--- config.mk ---
export PLATFORM = sky130hd
export DESIGN_NAME = selectable_string_hash
export DESIGN_NICKNAME = d
export VERILOG_FILES = /design/src/hw/rtl/ssh_pkg.sv /design/src/hw/rtl/ssh_cfg_regs.sv /design/src/hw/rtl/ssh_core.sv /design/src/hw/rtl/selectable_string_hash.sv
export SDC_FILE = /design/constraint.sdc
export NUM_CORES = 2
export LEC_CHECK = 0
export BUFFER_PORTS_ARGS = -buffer_cell sky130_fd_sc_hd__buf_2
export CAP_MARGIN = 20
export CORE_ASPECT_RATIO = 0.7
export CORE_UTILIZATION = 60
export CTS_CLUSTER_SIZE = 28
export DETAILED_ROUTE_END_ITERATION = 8
export PLACE_DENSITY = 0.8
export SYNTH_ARGS = -nofsm -noshare
export SYNTH_HDL_FRONTEND = slang
export SYNTH_SLANG_ARGS = --single-unit
--- constraint.sdc ---
create_clock -name clk_i -period 9 [get_ports clk_i]
set_input_delay 1.35 -clock clk_i [delete_from_list [all_inputs] [get_ports clk_i]]
set_output_delay 1.35 -clock clk_i [all_outputs]
set_load 0.02 [all_outputs]
--- src/hw/rtl/ssh_pkg.sv ---
// Shared types, constants and the finishing function of the selectable string hash.
// No dependencies; the RTL files refer to it by scoped names, the testbench imports it.
`timescale 1ns / 1ps

package ssh_pkg;

  localparam int unsigned HashW = 32;
  localparam int unsigned ByteW = 8;
  localparam int unsigned ModeW = 3;
  localparam int unsigned CfgIdxW = 2;

  localparam logic [HashW-1:0] RsInitA   = 32'd63689;
  localparam logic [HashW-1:0] RsStepB   = 32'd378551;
  localparam logic [HashW-1:0] JsInit    = 32'd1315423911;
  localparam logic [HashW-1:0] ElfHigh   = 32'hF000_0000;
  localparam logic [HashW-1:0] MultReset = 32'd65599;
  localparam logic [HashW-1:0] SeedReset = 32'd0;

  // Algorithm codes; codes 6 and 7 fall back to multiply-add.
  typedef enum logic [ModeW-1:0] {
    MODE_MULADD = 3'd0,
    MODE_RS     = 3'd1,
    MODE_JS     = 3'd2,
    MODE_ELF    = 3'd3,
    MODE_AP     = 3'd4,
    MODE_OAAT   = 3'd5
  } hash_mode_e;

  typedef enum logic [CfgIdxW-1:0] {
    CFG_HASH_MODE   = 2'd0,
    CFG_MULT_FACTOR = 2'd1,
    CFG_SEED_VALUE  = 2'd2,
    CFG_CHAR_SIGNED = 2'd3
  } cfg_index_e;

  typedef struct packed {
    logic [ModeW-1:0] hash_mode;
    logic [HashW-1:0] mult_factor;
    logic [HashW-1:0] seed_value;
    logic             char_signed;
  } cfg_t;

  typedef struct packed {
    logic [ByteW-1:0] data_byte;
    logic             last;
    logic             no_byte;
  } item_t;

  // One-at-a-time final avalanche; other modes pass the hash through.
  function automatic logic [HashW-1:0] finish_hash(input logic [HashW-1:0] h,
                                                   input logic oaat);
    logic [HashW-1:0] t;
    t = h;
    if (oaat) begin
      t = t + (t << 3);
      t = t ^ (t >> 11);
      t = t + (t << 15);
    end
    return t;
  endfunction

endpackage

--- src/hw/rtl/ssh_cfg_regs.sv ---
// Configuration register file of the selectable string hash.
// Depends on ssh_pkg for the register index codes and the cfg_t bundle.
`timescale 1ns / 1ps

module ssh_cfg_regs (
  input  logic                        clk_i,
  input  logic                        rst_ni,
  input  logic                        cfg_valid_i,
  output logic                        cfg_ready_o,
  input  logic [ssh_pkg::CfgIdxW-1:0] cfg_index_i,
  input  logic [ssh_pkg::HashW-1:0]   cfg_data_i,
  output ssh_pkg::cfg_t               cfg_o
);

  ssh_pkg::cfg_t cfg_q, cfg_d;

  assign cfg_ready_o = 1'b1;

  always_comb begin
    cfg_d = cfg_q;
    if (cfg_valid_i) begin
      case (cfg_index_i)
        ssh_pkg::CFG_HASH_MODE:   cfg_d.hash_mode   = cfg_data_i[ssh_pkg::ModeW-1:0];
        ssh_pkg::CFG_MULT_FACTOR: cfg_d.mult_factor = cfg_data_i;
        ssh_pkg::CFG_SEED_VALUE:  cfg_d.seed_value  = cfg_data_i;
        ssh_pkg::CFG_CHAR_SIGNED: cfg_d.char_signed = cfg_data_i[0];
        default:                  cfg_d = cfg_q;
      endcase
    end
  end

  always_ff @(posedge clk_i or negedge rst_ni) begin
    if (!rst_ni) begin
      cfg_q.hash_mode   <= ssh_pkg::MODE_MULADD;
      cfg_q.mult_factor <= ssh_pkg::MultReset;
      cfg_q.seed_value  <= ssh_pkg::SeedReset;
      cfg_q.char_signed <= 1'b1;
    end else begin
      cfg_q <= cfg_d;
    end
  end

  assign cfg_o = cfg_q;

endmodule

--- src/hw/rtl/ssh_core.sv ---
// Running hash state and the per-byte mixing step for all algorithms.
// Depends on ssh_pkg for constants, mode codes and the cfg_t / item_t bundles.
`timescale 1ns / 1ps

module ssh_core (
  input  logic                      clk_i,
  input  logic                      rst_ni,
  input  ssh_pkg::cfg_t             cfg_i,
  input  ssh_pkg::item_t            item_i,
  input  logic                      step_i,
  output logic [ssh_pkg::HashW-1:0] hash_o
);

  logic [ssh_pkg::HashW-1:0] hash_acc_q, hash_acc_d;
  logic [ssh_pkg::HashW-1:0] rs_factor_q, rs_factor_d;
  logic                      odd_q, odd_d;
  logic                      in_string_q, in_string_d;

  logic [ssh_pkg::HashW-1:0] h0, rs0, ch, mul_b, prod, rs_next, mixed, elf_t, elf_x;
  logic                      odd0;

  // Start value of a fresh string, or the running state.
  always_comb begin
    if (in_string_q) begin
      h0   = hash_acc_q;
      rs0  = rs_factor_q;
      odd0 = odd_q;
    end else begin
      rs0  = ssh_pkg::RsInitA;
      odd0 = 1'b0;
      case (cfg_i.hash_mode)
        ssh_pkg::MODE_JS:   h0 = ssh_pkg::JsInit;
        ssh_pkg::MODE_RS,
        ssh_pkg::MODE_ELF,
        ssh_pkg::MODE_AP,
        ssh_pkg::MODE_OAAT: h0 = '0;
        default:            h0 = cfg_i.seed_value;
      endcase
    end
  end

  assign ch = {{(ssh_pkg::HashW-ssh_pkg::ByteW){cfg_i.char_signed & item_i.data_byte[7]}},
               item_i.data_byte};

  // One shared multiplier for multiply-add and RS; the RS factor step is independent.
  assign mul_b   = (cfg_i.hash_mode == ssh_pkg::MODE_RS) ? rs0 : cfg_i.mult_factor;
  assign prod    = h0 * mul_b;
  assign rs_next = rs0 * ssh_pkg::RsStepB;

  assign elf_t = (h0 << 4) + ch;
  assign elf_x = elf_t & ssh_pkg::ElfHigh;

  always_comb begin
    logic [ssh_pkg::HashW-1:0] oa;
    oa = h0 + ch;
    oa = oa + (oa << 10);
    oa = oa ^ (oa >> 6);
    case (cfg_i.hash_mode)
      ssh_pkg::MODE_RS:   mixed = prod + ch;
      ssh_pkg::MODE_JS:   mixed = h0 ^ ((h0 << 5) + ch + (h0 >> 2));
      ssh_pkg::MODE_ELF:  mixed = (elf_t ^ (elf_x >> 24)) & ~elf_x;
      ssh_pkg::MODE_AP:   mixed = odd0 ? (h0 ^ ~((h0 << 11) ^ ch ^ (h0 >> 5)))
                                       : (h0 ^ ((h0 << 7) ^ ch ^ (h0 >> 3)));
      ssh_pkg::MODE_OAAT: mixed = oa;
      default:            mixed = prod + ch;
    endcase
  end

  always_comb begin
    hash_acc_d  = h0;
    rs_factor_d = rs0;
    odd_d       = odd0;
    if (!item_i.no_byte) begin
      hash_acc_d = mixed;
      if (cfg_i.hash_mode == ssh_pkg::MODE_RS) begin
        rs_factor_d = rs_next;
      end
      if (cfg_i.hash_mode == ssh_pkg::MODE_AP) begin
        odd_d = ~odd0;
      end
    end
    in_string_d = ~item_i.last;
  end

  always_ff @(posedge clk_i or negedge rst_ni) begin
    if (!rst_ni) begin
      hash_acc_q  <= '0;
      rs_factor_q <= ssh_pkg::RsInitA;
      odd_q       <= 1'b0;
      in_string_q <= 1'b0;
    end else if (step_i) begin
      hash_acc_q  <= hash_acc_d;
      rs_factor_q <= rs_factor_d;
      odd_q       <= odd_d;
      in_string_q <= in_string_d;
    end
  end

  assign hash_o = hash_acc_d;

endmodule

--- src/hw/rtl/selectable_string_hash.sv ---
// Top level of the selectable string hash: input register, mixing core, result register.
// Depends on ssh_pkg, ssh_cfg_regs and ssh_core.
`timescale 1ns / 1ps

// Streams a string in one byte per word, with a last flag, and returns one
// 32-bit hash per string on the word that carries last. hash_mode selects
// multiply-add (h*mult_factor+c: SDBM, BKDR, DJB), RS, JS, ELF/PJW, AP or
// one-at-a-time with its final mix; codes 6 and 7 act as multiply-add. A word
// with no_byte set mixes nothing, so no_byte with last gives the hash of the
// empty string. Throughput is one byte per cycle while the result register has
// room for a hash, set by the single mixing step on the running state (one
// 32x32 multiplier plus the RS factor multiplier). out_valid_o rises once the
// last word has passed the input register and its hash is loaded into the
// result register; the next string's bytes flow in while a hash waits.
// Write the configuration only while no string is in flight.
module selectable_string_hash (
  input  logic                        clk_i,
  input  logic                        rst_ni,
  // configuration write port
  input  logic                        cfg_valid_i,
  output logic                        cfg_ready_o,
  input  logic [ssh_pkg::CfgIdxW-1:0] cfg_index_i,
  input  logic [ssh_pkg::HashW-1:0]   cfg_data_i,
  // byte input
  input  logic                        in_valid_i,
  output logic                        in_stall_o,
  input  logic [ssh_pkg::ByteW-1:0]   data_byte_i,
  input  logic                        last_i,
  input  logic                        no_byte_i,
  // hash output
  output logic                        out_valid_o,
  input  logic                        out_stall_i,
  output logic [ssh_pkg::HashW-1:0]   hash_value_o
);

  ssh_pkg::cfg_t             cfg;
  ssh_pkg::item_t            item_q;
  logic                      item_valid_q, item_valid_d;
  logic [ssh_pkg::HashW-1:0] mixed_hash;
  logic [ssh_pkg::HashW-1:0] out_hash_q;
  logic                      out_oaat_q;
  logic                      out_valid_q, out_valid_d;
  logic                      in_accept, out_free, step, out_load;

  ssh_cfg_regs u_cfg (
    .clk_i       (clk_i),
    .rst_ni      (rst_ni),
    .cfg_valid_i (cfg_valid_i),
    .cfg_ready_o (cfg_ready_o),
    .cfg_index_i (cfg_index_i),
    .cfg_data_i  (cfg_data_i),
    .cfg_o       (cfg)
  );

  // Result register is free when empty or being drained this cycle.
  assign out_free = ~out_valid_q | ~out_stall_i;
  // A non-last word always advances; a last word needs room for its hash.
  assign step     = item_valid_q & (~item_q.last | out_free);
  assign out_load = step & item_q.last;

  // Hold the input word while it cannot advance.
  assign in_stall_o = item_valid_q & ~step;
  assign in_accept  = in_valid_i & ~in_stall_o;

  ssh_core u_core (
    .clk_i  (clk_i),
    .rst_ni (rst_ni),
    .cfg_i  (cfg),
    .item_i (item_q),
    .step_i (step),
    .hash_o (mixed_hash)
  );

  always_comb begin
    item_valid_d = item_valid_q;
    if (in_accept) begin
      item_valid_d = 1'b1;
    end else if (step) begin
      item_valid_d = 1'b0;
    end
  end

  always_comb begin
    out_valid_d = out_valid_q;
    if (out_load) begin
      out_valid_d = 1'b1;
    end else if (~out_stall_i) begin
      out_valid_d = 1'b0;
    end
  end

  always_ff @(posedge clk_i or negedge rst_ni) begin
    if (!rst_ni) begin
      item_valid_q <= 1'b0;
      out_valid_q  <= 1'b0;
    end else begin
      item_valid_q <= item_valid_d;
      out_valid_q  <= out_valid_d;
    end
  end

  // Payload registers: no reset needed.
  always_ff @(posedge clk_i) begin
    if (in_accept) begin
      item_q.data_byte <= data_byte_i;
      item_q.last      <= last_i;
      item_q.no_byte   <= no_byte_i;
    end
    if (out_load) begin
      out_hash_q <= mixed_hash;
      out_oaat_q <= (cfg.hash_mode == ssh_pkg::MODE_OAAT);
    end
  end

  // Apply the one-at-a-time avalanche on the way out.
  assign out_valid_o  = out_valid_q;
  assign hash_value_o = ssh_pkg::finish_hash(out_hash_q, out_oaat_q);

endmodule

==> flow_summary_export.csv <==
group,metric,value,unit
critical_path,critPathMaxFanout,6,
placed_design,port_buffers,82,
critical_path,critical_path_buf_inv_count,8,
routing,detail-route-antenna-nets,0,
sta,grt_setup_unrepaired,"true",
routing,avgRoutedWirePerCell,26.7,um
global_route,maximum_number_of_pins_on_one_net_before_global_route_repair,70,
min_path,min_to,"u_core.rs_factor_q[9]",
critical_path,timing_worst_setup_path_type,"reg -> reg",
critical_path,crit_arrival,9.13,ns
layout,area.sequential,4720,um^2
clock_tree,cts_root_buffer,"clkbuf_16",
outcome,run_status,"finished, final reports clean",
routing,post_drt_via_cell_ratio,6.16,
sta,timing_max_transition_violations_final,0,
min_path,hold-path-cell-count,2,
clock_tree,worst_skew_pair.late_latency,0.49,ns
critical_path,cpMostUsedCell,"fa_1",
global_route,global_route_wire_length_before_repair,233000,um
clock_tree,clk_pin_slew_worst_paths,0.10,ns
sta,timing.setup.tns,0,ns
critical_path,crit-reg2reg-launch,"u_cfg.cfg_o[65]",
sta,worst_slew_margin_relative_to_its_limit,23.5,%
critical_path,ff2ff_path_depth,30,
layout,layout.nets,6133,
critical_path,end_of_the_worst_register_to_register_path,"out_hash_q[31]",
floorplanning,initial_core_util,60.7,%
routing,num_vias,36600,
floorplanning,fp.coreArea,69800,um^2
layout,area_delta_synth_final,11.7,%
synthesis,synth_ff_type,"dfrtp_1",
clock_tree,clock-sinks,179,
floorplanning,fp.dieW,320,um
sta,fin_skew,0.0300,ns
layout,multi_input_area,34100,um^2
synthesis,synth_top_area_share,31.5,%
floorplanning,io_pins,84,
sta,achievable-frequency,113,MHz
critical_path,crit_path_start_kind,"flop",
sta,finalCritPeriodShare,98.5,%
sta,finalHoldViolCount,0,
floorplanning,fp.dieArea,71700,um^2
critical_path,worst_path_cell_with_the_longest_stage_delay,"fa_1",
placed_design,gp_congestion,1.06,
critical_path,crit_cells,30,
placed_design,detailedPlacementHpwl,133000,um
routing,residual_drc_count,0,
clock_tree,max-clock-path-buffers,2,
routing,postRouteWirelength,158000,um
synthesis,netlist_top_cells_area,"fa_1 (32%), ha_1 (12%), inv_1 (7.5%), dfrtp_1 (7.0%), xnor2_1 (5.0%)",
global_route,grt_antenna_before_repair,5,
synthesis,synth_enable_flop_cells,43,
global_route,first_global_vias,35600,
layout,number_of_filler_instances_in_the_final_layout,5711,
floorplanning,die_y,224,um
clock_tree,tritoncts_clock_tree,"yes",
synthesis,post_synth_arst_share,76.0,%
synthesis,synth.largest_area_cell,"fa_1",
synthesis,synth_warnings,0,
routing,detail_route.first_pass.iterations,7,
global_route,grt_overflow_total,0,
layout,post_route_cells_drive_above_1_share,15.6,%
min_path,hold_path_class,"reg -> reg",
floorplanning,rows,81,
critical_path,critPathRequiredTime,9.26,ns
routing,drt_iter0_markers,4506,
synthesis,synth-seq-cells,179,
synthesis,syn-num-nets,5847,
synthesis,syn_area,42400,um^2
synthesis,post_synth_num_cell_types,101,
synthesis,syn-mean-instance-area,8.97,um^2
clock_tree,holdBufCountCts,0,
global_route,global_route.usage.total,44.6,%
min_path,worst_hold_startpoint,"u_core.rs_factor_q[9]",
critical_path,timing.critical_path.to_type,"flop",
flow_run,cap_viol_max_count,0,
synthesis,seq_area_frac_synth,11.1,%
critical_path,slowest_delay,0.62,ns
sta,finalCriticalPeriod,8.87,ns
critical_path,setup.reg_to_reg.worst_slack,0.13,ns
synthesis,synthCells,4728,
critical_path,timing.critical_path.max_delay_family,"adder cells",
clock_tree,htree_levels,4,
sta,timing_worst_slew_pin_value,1.15,ns
clock_tree,cts_inserted_buffers,17,
sta,setup_viol,0,
[cells in the mapped netlist (9+ instances only)]
cell type,n
inv_1,843
fa_1,668
nor2_1,495
ha_1,402
nand2_1,339
xnor2_1,244
a21oi_1,210
clkbuf_1,132
mux2_2,130
o21ai_0,129
dfrtp_1,119
xor2_1,101
a21o_1,89
a211oi_1,49
and2_1,49
nand2b_1,49
edfxtp_1,43
nor3_1,42
nand3_1,34
or2_2,29
o21a_1,28
o21bai_1,27
a31oi_1,24
mux2i_1,24
a22o_1,22
nor2b_1,20
o22ai_1,20
buf_1,19
a21boi_0,18
buf_2,18
dfstp_2,17
or3_1,16
and3_1,15
o211ai_1,14
o31ai_1,13
nand4_1,12
a31o_2,11
a211o_1,10
nor3b_1,10
o31a_1,10
a221oi_1,9
xnor3_1,9
[worst reg2reg max path, delay by kind of cell, from the launching register on]
| family | cells | cell delay [ns] |
|---|---|---|
| AO/OA/AOI/OAI | 5 | 0.88 |
| adder cells (fa/ha/maj) | 8 | 4.10 |
| XOR/XNOR | 7 | 1.78 |
| buffers and inverters | 8 | 1.36 |
| flip-flops | 1 | 0.38 |
| AND/OR/NAND/NOR | 2 | 0.17 |
[cell type report]
cell class / count / area share (%)
Inverter: 855 / 6.82
Multi-Input combinational cell: 3512 / 72.0
Timing Repair Buffer: 449 / 7.49
Clock inverter: 14 / 0.330
Clock buffer: 18 / 0.927
Sequential cell: 179 / 9.97
Tap cell: 913 / 2.41
Antenna cell: 3 / 0.0159
[flip-flops by register name, indices dropped and copies added (netlist names), 10 cells and up]
| register | flops |
|---|---|
| u_cfg.cfg_o | 68 |
| out_hash_q | 32 |
| u_core.hash_acc_q | 32 |
| u_core.rs_factor_q | 32 |
| item_q | 10 |
[worst max path at each step]
| stage | start | endpoint | slack, ns |
|---|---|---|---|
| CTS | u_cfg.cfg_o[67] | u_core.hash_acc_q[31] | 0.01 |
| finish | u_cfg.cfg_o[65] | out_hash_q[31] | 0.13 |
| global route | u_cfg.cfg_o[67] | u_core.hash_acc_q[31] | -0.11 |
| floorplan | u_cfg.cfg_o[67] | u_core.hash_acc_q[31] | 0.02 |
| global placement | u_cfg.cfg_o[67] | out_hash_q[31] | 0.007 |
| detailed placement | u_cfg.cfg_o[67] | u_core.hash_acc_q[31] | -0.12 |
[per-stage QoR]
stage | util (%) | instance area [um^2] | cells | setup WS (ns) | hold slack [ns]
2_1_floorplan | - | 42500 | 4728 | 0.0250 | 0.436
3_3_place_gp | 65.8 | 45900 | 5870 | 0.00665 | 0.448
3_5_place_dp | 65.8 | 45900 | 5870 | -0.118 | 0.458
4_1_cts | 66.8 | 46600 | 5907 | 0.0117 | 0.474
5_1_grt | 67.8 | 47400 | 5940 | -0.111 | 0.518
6_report | 67.8 | 47400 | 5943 | 0.135 | 0.476
[what timing repair did]
item / in CTS / in global routing
setup buffers: 5 / 30
pin swaps: 2 / 47
endpoints found under the setup margin: 2 / 28
resized for setup: 16 / 103
gates cloned: 0 / 2
[layer usage]
| metal | part of all wire (%) | up-vias | GRT usage (%) |
|---|---|---|---|
| met3 | 14 | 375 | 13.2 |
| met1 | 42 | 18100 | 66.2 |
| met4 | 4.4 | 6 | 16.1 |
| li1 | - | 15800 | - |
| met2 | 40 | 2312 | 61.4 |
| met5 | 0.027 | - | 0 |
[kinds of logic (layout without fill, tap and decap cells)]
kind of cell             after synthesis  count (layout)  synth area share (%)
flip-flops                           179             179                  11.1
multiplexers                         155             155                  4.05
buffers and inverters               1037            1336                  9.38
other                                  1               4               0.00885
adder cells (fa/ha/maj)             1070            1070                  43.4
AO/OA/AOI/OAI                        788             788                  12.5
AND/OR/NAND/NOR                     1143            1143                  11.9
XOR/XNOR                             355             355                  7.64
[layout by cell type (no fill, tap or decap), types with 127 or more instances in the layout]
cell and instances:
a21oi_1 206, buf_4 324, fa_1 664, ha_1 399, inv_1 833, mux2_2 127
nand2_1 338, nor2_1 481, o21ai_0 127, xnor2_1 238
Power is left out: the tool's default activity adds up to more than one toggle a clock period on the data nets, which glitch-free logic cannot reach.
